File: config.mk
export PLATFORM = sky130hd
export DESIGN_NAME = pdtc_div_cell
export DESIGN_NICKNAME = d
export VERILOG_FILES = /design/src/hw/rtl/pdtc_pkg.sv /design/src/hw/rtl/pdtc_div_cell.sv
export SDC_FILE = /design/constraint.sdc
export NUM_CORES = 1
export LEC_CHECK = 0
export BUFFER_PORTS_ARGS = -buffer_cell sky130_fd_sc_hd__buf_2
export CELL_PAD_IN_SITES_DETAIL_PLACEMENT = 1
export CELL_PAD_IN_SITES_GLOBAL_PLACEMENT = 1
export CORE_MARGIN = 2
export CORE_UTILIZATION = 37
export DETAILED_ROUTE_END_ITERATION = 7
export GPL_TIMING_DRIVEN = 0
export PLACE_DENSITY = 0.82
export SETUP_SLACK_MARGIN = 0.1
export SYNTH_ARGS = -nofsm -noshare
export SYNTH_HDL_FRONTEND = slang
export SYNTH_SLANG_ARGS = --single-unit
export TNS_END_PERCENT = 5
File: constraint.sdc
create_clock -name clk -period 5.6 [get_ports clk]
set_input_delay 0.56 -clock clk [delete_from_list [all_inputs] [get_ports clk]]
set_output_delay 0.56 -clock clk [all_outputs]
set_load 0.01 [all_outputs]
File: src/hw/rtl/pdtc_pkg.sv
// pdtc_pkg: types, constants and helper functions for the pwm duty to timer counts block
// no dependencies
`timescale 1ns / 1ps
`default_nettype none

package pdtc_pkg;

  localparam int unsigned MAX_RESOLUTION_BITS = 16;
  localparam int unsigned FULL_W   = MAX_RESOLUTION_BITS;
  localparam int unsigned CLK_W    = 32;
  localparam int unsigned FREQ_W   = 17;
  localparam int unsigned RES_W    = 5;
  localparam int unsigned TOTAL_W  = CLK_W - 2;
  localparam int unsigned PROD_W   = TOTAL_W + FULL_W;
  localparam int unsigned DQ_W     = 48;
  localparam int unsigned REM_W    = FREQ_W;
  localparam int unsigned DIV1_STEPS = TOTAL_W;
  localparam int unsigned DIV2_STEPS = PROD_W;
  localparam int unsigned NCELL    = DIV1_STEPS + DIV2_STEPS;
  localparam int unsigned NLINK    = NCELL + 2;

  localparam logic [CLK_W-1:0]  RESET_CLOCK_HZ = 32'd204000000;
  localparam logic [FREQ_W-1:0] RESET_FREQ_HZ  = 17'd1000;
  localparam logic [RES_W-1:0]  RESET_RES_BITS = 5'd8;
  localparam logic [FREQ_W-1:0] MAX_FREQ_HZ    = 17'd100000;

  typedef enum logic [1:0] {
    REG_CORE_CLOCK = 2'd0,
    REG_PWM_FREQ   = 2'd1,
    REG_RES_BITS   = 2'd2,
    REG_UNUSED     = 2'd3
  } reg_idx_t;

  typedef enum logic [1:0] {
    ACT_NONE = 2'd0,
    ACT_LOW  = 2'd1,
    ACT_HIGH = 2'd2,
    ACT_PWM  = 2'd3
  } action_t;

  typedef struct packed {
    action_t            act;
    logic [2:0]         ch;
    logic [FULL_W-1:0]  duty;
    logic [TOTAL_W-1:0] total;
    logic [REM_W-1:0]   rem;
    logic [DQ_W-1:0]    dq;
  } pipe_t;

  typedef struct packed {
    logic       pwm;
    logic [2:0] ch;
  } chan_t;

  function automatic chan_t channel_of_pin(input logic [7:0] pin);
    chan_t c;
    c.pwm = 1'b1;
    c.ch  = 3'd0;
    unique case (pin)
      8'h10:   c.ch = 3'd0;
      8'h11:   c.ch = 3'd1;
      8'h02:   c.ch = 3'd2;
      8'h03:   c.ch = 3'd3;
      8'h26:   c.ch = 3'd4;
      8'h27:   c.ch = 3'd5;
      default: c.pwm = 1'b0;
    endcase
    return c;
  endfunction

endpackage

`default_nettype wire

File: src/hw/rtl/pdtc_div_cell.sv
// pdtc_div_cell: one restoring division step with its own pipeline register
// depends on pdtc_pkg
`timescale 1ns / 1ps
`default_nettype none

module pdtc_div_cell (
  input  wire logic                         clk,
  input  wire logic                         rst_n,
  input  wire logic [pdtc_pkg::REM_W-1:0]   divisor,
  input  wire logic                         up_valid,
  input  wire pdtc_pkg::pipe_t              up_data,
  output logic                              up_ready,
  output logic                              dn_valid,
  output pdtc_pkg::pipe_t                   dn_data,
  input  wire logic                         dn_ready
);

  logic            valid_r;
  pdtc_pkg::pipe_t data_r;
  pdtc_pkg::pipe_t data_nxt;
  logic [pdtc_pkg::REM_W:0] sh;
  logic                     ge;

  always_comb begin
    sh       = {up_data.rem, up_data.dq[pdtc_pkg::DQ_W-1]};
    ge       = (sh >= {1'b0, divisor});
    data_nxt = up_data;
    data_nxt.rem = ge ? pdtc_pkg::REM_W'(sh - {1'b0, divisor}) : sh[pdtc_pkg::REM_W-1:0];
    data_nxt.dq  = {up_data.dq[pdtc_pkg::DQ_W-2:0], ge};
  end

  assign up_ready = !valid_r || dn_ready;
  assign dn_valid = valid_r;
  assign dn_data  = data_r;

  always_ff @(posedge clk) begin
    if (!rst_n) begin
      valid_r <= 1'b0;
    end else if (up_ready) begin
      valid_r <= up_valid;
    end
  end

  always_ff @(posedge clk) begin
    if (up_ready) begin
      data_r <= data_nxt;
    end
  end

endmodule

`default_nettype wire

* Yosys cells after proc, flatten, opt, wreduce, memory -nomap -nowiden
Cells that the tools add are included.
** Operators by class
- $add $sub $neg :: 1
- Multipliers :: 0
- Divide/modulo/power cells :: 0
- Magnitude comparators :: 1
- Equal/unequal tests :: 0
- Shift operators :: 0
- Mux-type cells :: 1
- Bitwise gates (word level) :: 0
- Reduce and logical (&&, ||, !) cells :: 2
** Operators with widths (count)
- 18-bit by 17-bit greater-or-equal comparator with 1-bit output :: 1
- 17-bit 2-to-1 mux :: 1
- 17-bit subtractor :: 1
- 1-bit zero test :: 1
- 1-bit logical OR :: 1
** Word-level totals
- Register bits after elaboration :: 117
- Bits in latches :: 0
- Bits in writable memories :: 0
- Memory bits (read-only) :: 0
- Memories :: 0

* Longest topological paths before layout
Gate-level depths: netlist (run 1).
- Depth after elaboration :: 2
- Mapped depth :: 12

* Worst setup path before layout (run 1)
OpenSTA, ideal clock, no wires.
- Kind :: input port to flip-flop
- Start :: in dn_ready
- End :: reg valid_r (netlist: dn_valid)
- Data arrival time :: 3.784 ns
- Setup slack :: 1.527 ns
- Stages on the path :: 2
- Path buffers :: 0
- Cell sequence :: nand2b_1 a21boi_0
** Between the ends
- Cells in the longest elaborated chain, start to end :: 1
** RTL lines
- start, declared :: RTL line pdtc_div_cell.sv:15 : input wire logic dn_ready
- 1-bit logical OR :: RTL line pdtc_div_cell.sv:32 : assign up_ready = !valid_r || dn_ready;
- end signal, assigned :: RTL line pdtc_div_cell.sv:40 : valid_r <= up_valid;
- end, declared :: RTL line pdtc_div_cell.sv:18 : logic valid_r;
No other way between the ends.
A chain may end at the register's enable or synchronous reset.

==> results.json, run 1 <==
{
  "cts_setup_buffers": 0,
  "cts_max_level": 4,
  "period_minus_slack_ns": 2.63,
  "ys_seq_elements": 117,
  "crit_fanout": 10,
  "cts_root_buffer": "clkbuf_16",
  "synth_top_family_by_area": "compound AO/OA/AOI/OAI gates",
  "crit_required_ns": 5.75,
  "hold_path_startpoint": "up_data[88]",
  "dp.cells": 699,
  "grt_pass1_wl_um": 22500,
  "stdcell_count": 741,
  "critPathMaxStageDelay_ns": 0.41,
  "cp-start-kind": "primary input",
  "die_w_um": 117,
  "power_uw": 2660,
  "clockBufferDepth": 2,
  "crit_type": "in -> reg",
  "synthMuxAreaShare_pct": 3.41,
  "cts_buffers": 17,
  "rows": 41,
  "die_h_um": 117,
  "clock_latency_ns": 0.41,
  "dp_hpwl_um": 11800,
  "multi_input_area_um2": 1080,
  "areaGrowthSynthToFinish_pct": 47.1,
  "max_freq_mhz": 380,
  "yosysSeqAreaShare_pct": 74.5,
  "min_path_cells": 1,
  "cts_tree": "built",
  "whs_ns": 0.325,
  "regToRegStartpoint": "dn_valid",
  "p_leak_uw": 0.00314,
  "antenna_found_initial": 10,
  "ys_dominant_reg_cell": "edfxtp_1",
  "final-seq-area_um2": 3500,
  "final.setup.tns_ns": 0,
  "core_um2": 12500,
  "worstPathArrival_ns": 2.78,
  "tightest_slew_ns": 0.892,
  "crit_chain": "buf_2 -> inv_1 -> ha_1 -> inv_1 -> fa_1 -> a21oi_1 -> or3_4 -> a21oi_4 -> o21bai_4 -> and2_4 -> buf_12 -> inv_12 -> mux2_4",
  "syn_area_um2": 4700,
  "globalRouteTotalUtil_pct": 23.1,
  "ctsHoldBuffers": 0,
  "path_common_cell": "inv_1",
  "start_util_pct": 37.6,
  "dr.pass1.iters": 5,
  "drv_cap": 0,
  "grt_overflow_total": 0,
  "crit_slowest_cell": "fa_1",
  "n_fill_cell": 1357,
  "setup_viol": 0,
  "ctsResizeCount": 0,
  "worstHoldPathType": "in -> reg",
  "synthCells": 272,
  "rr_worst_depth": 2,
  "finalCritPeriodShare_pct": 47.0,
  "port_buffers": 254,
  "synth_top_area_cell": "edfxtp_1",
  "hold_end": "dn_data[88]",
  "avgSynthCellArea_um2": 17.3,
  "synth-simple-area-share_pct": 4.84,
  "synth_xor_area_share_pct": 2.05,
  "reg2reg_slack_ns": 3.89,
  "wire_per_inst_um": 23.0,
  "slew_headroom_pct": 40.5,
  "grt_pass1_vias": 3787,
  "wl_um": 17000,
  "drt_iter0_drc": 201,
  "rsz0062_at_grt": "no",
  "cts_num_sinks": 117,
  "syn_nets": 427,
  "clkTransAtPathRegs_ns": 0.06,
  "ant_nets": 0,
  "yosysTopAreaCellShare_pct": 74.1,
  "ir_drop_v": 0.000282,
  "io_pins": 255,
  "synth_edf_count": 116,
  "clock_skew_ns": 0.0134,
  "die_area_um2": 13600,
  "final_nets": 701,
  "vias": 3574,
  "viasPerCell": 4.82,
  "synth_compound_area_share_pct": 7.66,
  "ys_types": 46,
  "slew_violations": 0,
  "grt_max_degree": 62,
  "ys_warn_count": 0,
  "remaining_drc_errors": 0,
  "yosys-top-cells-area": "edfxtp_1, ha_1, mux2_4, inv_1, xnor2_1",
  "worst_setup_path_end_kind": "register",
  "status": "completed",
  "synth_fa_ha_area_share_pct": 4.95,
  "final_hold_viol_count": 0,
  "gp_congestion": 0.825,
  "cellPowerDensity_nw_per_um2": 385,
  "async_flop_share_pct": 0,
  "final_layout_size_suffix_gt1_share_pct": 55.5,
  "timing.rr.end": "dn_data[14]"
}
## state kept, by name (all words and copies together) (netlist names)
name and count:
dn_valid 1, dn_data 116
## worst max path at each step
stage	start	end	slack [ns]	cells past startpoint
floorplan	dn_ready	dn_valid	1.53	2
global placement	dn_ready	up_ready	0.05	3
detailed placement	up_data[47]	dn_data[53]	2.54	13
CTS	up_data[47]	dn_data[57]	2.95	13
global route	up_data[47]	dn_data[57]	2.85	13
finish	up_data[47]	dn_data[57]	2.97	13
## cell type report
cell class | count | area share (%)
clock inverters | 11 | 2.84
clock buffers | 21 | 6.80
well taps | 172 | 3.11
repair buffers | 255 | 18.8
plain buffers | 1 | 0.289
multi-input cells | 130 | 15.7
inverters | 24 | 1.48
diodes | 10 | 0.362
flip-flops and latches | 117 | 50.7
## cell families (layout without fill, tap and decap cells)
family | count (synthesis) | count (layout)
flip-flops | 117 | 117
AO/OA/AOI/OAI | 48 | 48
AND/OR/NAND/NOR | 42 | 42
buffers and inverters | 25 | 312
adder cells (fa/ha/maj) | 18 | 18
XOR/XNOR | 11 | 11
multiplexers | 11 | 11
other | 0 | 10
## stage by stage
| step | instance area [um^2] | setup slack (ns) | utilization, % |
|---|---|---|---|
| floorplan | 4700 | 1.53 | - |
| global placement | 6190 | 0.0491 | 49.5 |
| detailed placement | 6220 | 2.54 | 49.7 |
| CTS | 6890 | 2.95 | 55.1 |
| global route | 6910 | 2.85 | 55.2 |
| finish | 6920 | 2.97 | 55.3 |
## placed cells by master (no fill, tap or decap), types with 4 or more instances in the layout
cell	count
clkbuf_16	17
a21boi_0	4
mux2_4	10
nand2_1	9
o21ai_0	7
inv_1	23
ha_1	17
edfxtp_1	116
nand3_1	7
xnor2_1	8
bufinv_16	5
diode_2	10
nor3_1	4
a21oi_1	13
nor2_1	6
buf_2	254
## critical path, delay by kind of cell
family                   cells  cell delay, ns
AO/OA/AOI/OAI                3            0.57
adder cells (fa/ha/maj)      2            0.55
buffers and inverters        5            0.41
AND/OR/NAND/NOR              2            0.39
multiplexers                 1            0.30
## report_power, final
part	switching (uW)	total [uW]	leakage [uW]	internal [uW]
clock	401	1230	0.000320	828
combinational	194	351	0.00161	157
sequential	27.1	1080	0.00121	1050
total	622	2660	0.00314	2040
## routing by layer
layer | vias up | track usage [%] | share of wire [%]
li1 | 1610 | - | -
met1 | 1763 | 22.5 | 32
met2 | 178 | 43.0 | 57
met3 | 21 | 7.63 | 8.2
met4 | 2 | 12.5 | 2.0
met5 | - | 0 | 0.076
## synthesized netlist by cell type (2+ instances only)
cell type and n:
a21boi_0 4, a21o_1 3, a21oi_1 13, and2_1 3
edfxtp_1 116, ha_1 17, inv_1 23, mux2_4 10
nand2_1 9, nand2b_1 4, nand3_1 7, nor2_1 6
nor3_1 4, o21a_1 2, o21ai_0 7, o21bai_1 2
o2bb2ai_1 2, o31ai_2 3, xnor2_1 8, xor2_1 3
Power figures use the tool's default switching activity.
==> run 2, diff against run 1 <==
--- a/config.mk
+++ b/config.mk
@@ -9,10 +9,10 @@
 export CELL_PAD_IN_SITES_DETAIL_PLACEMENT = 1
 export CELL_PAD_IN_SITES_GLOBAL_PLACEMENT = 1
 export CORE_MARGIN = 2
-export CORE_UTILIZATION = 37
+export CORE_UTILIZATION = 31
 export DETAILED_ROUTE_END_ITERATION = 7
 export GPL_TIMING_DRIVEN = 0
-export PLACE_DENSITY = 0.82
+export PLACE_DENSITY = 0.73
 export SETUP_SLACK_MARGIN = 0.1
 export SYNTH_ARGS = -nofsm -noshare
 export SYNTH_HDL_FRONTEND = slang
==> constraint.sdc (replaced) <==
create_clock -name clk -period 2.3 [get_ports clk]
set_input_delay 0.23 -clock clk [delete_from_list [all_inputs] [get_ports clk]]
set_output_delay 0.23 -clock clk [all_outputs]
set_load 0.01 [all_outputs]
==> run 2 against run 1 <==
Clock power rose by 110%. Setup slack got worse by 2.9 ns. Routed wire length rose by 8.4%. Clock skew fell by 0.0050 ns. Cell area rose by 14%. Non-clock buffer count rose by 101. Register-to-register slack got worse by 3.1 ns. Sequential power rose by 140%. Largest power group is now registers.
==> results.json, run 2 (synthesis results as in run 1) <==
{
  "port_buffers": 254,
  "layout_commonest_cell": "buf_2",
  "final-seq-area_um2": 3500,
  "pwr-share-seq_pct": 41.9,
  "io_pins": 255,
  "core_um2": 15000,
  "path_common_cell": "inv_12",
  "worstPathArrival_ns": 2.35,
  "status": "completed",
  "final_hold_viol_count": 0,
  "grt_overflow_total": 0,
  "regToRegStartpoint": "dn_valid",
  "cts_root_buffer": "clkbuf_16",
  "viasPerCell": 4.73,
  "final_cell_mix": "buf_2, edfxtp_1, dlygate4sd3_1",
  "crit_fanout": 10,
  "n_fill_cell": 1555,
  "period_minus_slack_ns": 2.20,
  "rsz0062_at_grt": "yes",
  "areaGrowthSynthToFinish_pct": 67.7,
  "crit_required_ns": 2.44,
  "hold_path_startpoint": "up_valid",
  "critPathLaunch": "up_data[47]",
  "final_nets": 803,
  "wire_per_inst_um": 21.7,
  "crit_chain": "clkbuf_4 -> inv_12 -> ha_4 -> inv_2 -> fa_2 -> a21oi_2 -> or3_4 -> a21oi_4 -> o21bai_4 -> and2_4 -> buf_12 -> inv_12 -> mux2_4",
  "ant_nets": 0,
  "ir_drop_v": 0.000541,
  "clkTransAtPathRegs_ns": 0.06,
  "critPathMaxStageDelay_ns": 0.40,
  "swShare_pct": 25.6,
  "grt_pass1_wl_um": 26100,
  "cts_max_level": 4,
  "cp-start-kind": "primary input",
  "die_area_um2": 16200,
  "final_layout_size_suffix_gt1_share_pct": 48.6,
  "clock_latency_ns": 0.41,
  "gp_congestion": 0.841,
  "crit_slowest_cell": "or3_4",
  "drt_iter0_drc": 206,
  "max_freq_mhz": 454,
  "die_h_um": 127,
  "antenna_found_initial": 5,
  "worst_setup_path_end_kind": "register",
  "slew_violations": 0,
  "finalCritPeriodShare_pct": 95.8,
  "worstHoldPathType": "in -> reg",
  "largest_register_ffs": 116,
  "die_w_um": 127,
  "tightest_slew_ns": 0.882,
  "cts_buffers": 17,
  "cellPowerDensity_nw_per_um2": 796,
  "globalRouteTotalUtil_pct": 22.3,
  "p_leak_uw": 0.00353,
  "wl_um": 18500,
  "vias": 4034,
  "cts_tree": "built",
  "multi_input_area_um2": 1120,
  "clock_skew_ns": 0.00838,
  "p_switching_uw": 1610,
  "drv_cap": 0,
  "place_area_um2": 6280,
  "cts_num_sinks": 117,
  "dp_hpwl_um": 10900,
  "crit_type": "in -> reg",
  "dr.pass1.iters": 4,
  "slew_headroom_pct": 41.2,
  "rows": 45,
  "power.internal_uw": 4670,
  "grt_pass1_vias": 4320,
  "start_util_pct": 31.3,
  "whs_ns": 0.0681,
  "clockBufferDepth": 2,
  "grt_max_degree": 58,
  "remaining_drc_errors": 0,
  "finalInstanceArea_um2": 7890,
  "clock_power_share_pct": 42.0,
  "setup_viol": 0,
  "combPwrFrac_pct": 16.1
}
## run 2: layer usage
metal  track usage (%)  up-vias  share of wire, %
li1                  -     1808                 -
met1              21.7     1995                34
met2              42.4      183                56
met3              7.54       44               6.8
met4              10.0        4               3.4
met5                 0        -              0.15
## run 2: power groups by stage
stage,combinational [uW],sequential (uW),clock [uW]
global placement,811,2650,0
global route,1090,2650,2760
detailed placement,842,2650,0
CTS,989,2620,2640
floorplan,332,2760,0
finish,1010,2630,2630
## run 2: area by class of cell
| type | count | share of cell area [%] |
|---|---|---|
| Inverter | 24 | 1.46 |
| Multi-Input combinational cell | 131 | 14.2 |
| Antenna cell | 3 | 0.0952 |
| Tap cell | 188 | 2.98 |
| Clock inverter | 14 | 1.92 |
| Timing Repair Buffer | 356 | 29.2 |
| Clock buffer | 18 | 5.44 |
| Buffer | 1 | 0.254 |
| Sequential cell | 117 | 44.4 |
## run 2: repair_timing
item / 4_1_cts / 5_1_grt
setup endpoints to repair: 10 / 12
buffers inserted: 0 / 3
hold buffers: 98 / 0
pin swaps: 0 / 1
cloned: 1 / 0
hold endpoints to repair: 98 / 0
gates resized for setup: 0 / 3
## run 2: per-stage QoR
| stage | utilization, % | setup slack, ns | TNS (ns) | instances | power, uW |
|---|---|---|---|---|---|
| 2_1_floorplan | - | 0.0127 | 0 | 272 | 3090 |
| 3_3_place_gp | 41.6 | -0.357 | -4.02 | 714 | 3460 |
| 3_5_place_dp | 41.7 | -0.377 | -4.48 | 715 | 3500 |
| 4_1_cts | 52.2 | 0.0691 | 0 | 846 | 6250 |
| 5_1_grt | 52.5 | 0.0299 | 0 | 852 | 6490 |
| 6_report | 52.5 | 0.0975 | 0 | 852 | 6280 |
## run 2: final timing paths
path | end | slack [ns] | cells past startpoint
max reg2reg | dn_data[61] | 0.79 | 1
min reg2reg | dn_data[7] | 1.09 | 1
max | dn_data[58] | 0.1 | 13
min | dn_valid | 0.07 | 3
## run 2: critical path: cells and delay by family
| kind | cells | cell delay [ns] |
|---|---|---|
| simple gates | 2 | 0.57 |
| buf+inv | 5 | 0.47 |
| compound gates | 3 | 0.37 |
| fa+ha+maj | 2 | 0.36 |
| mux | 1 | 0.31 |
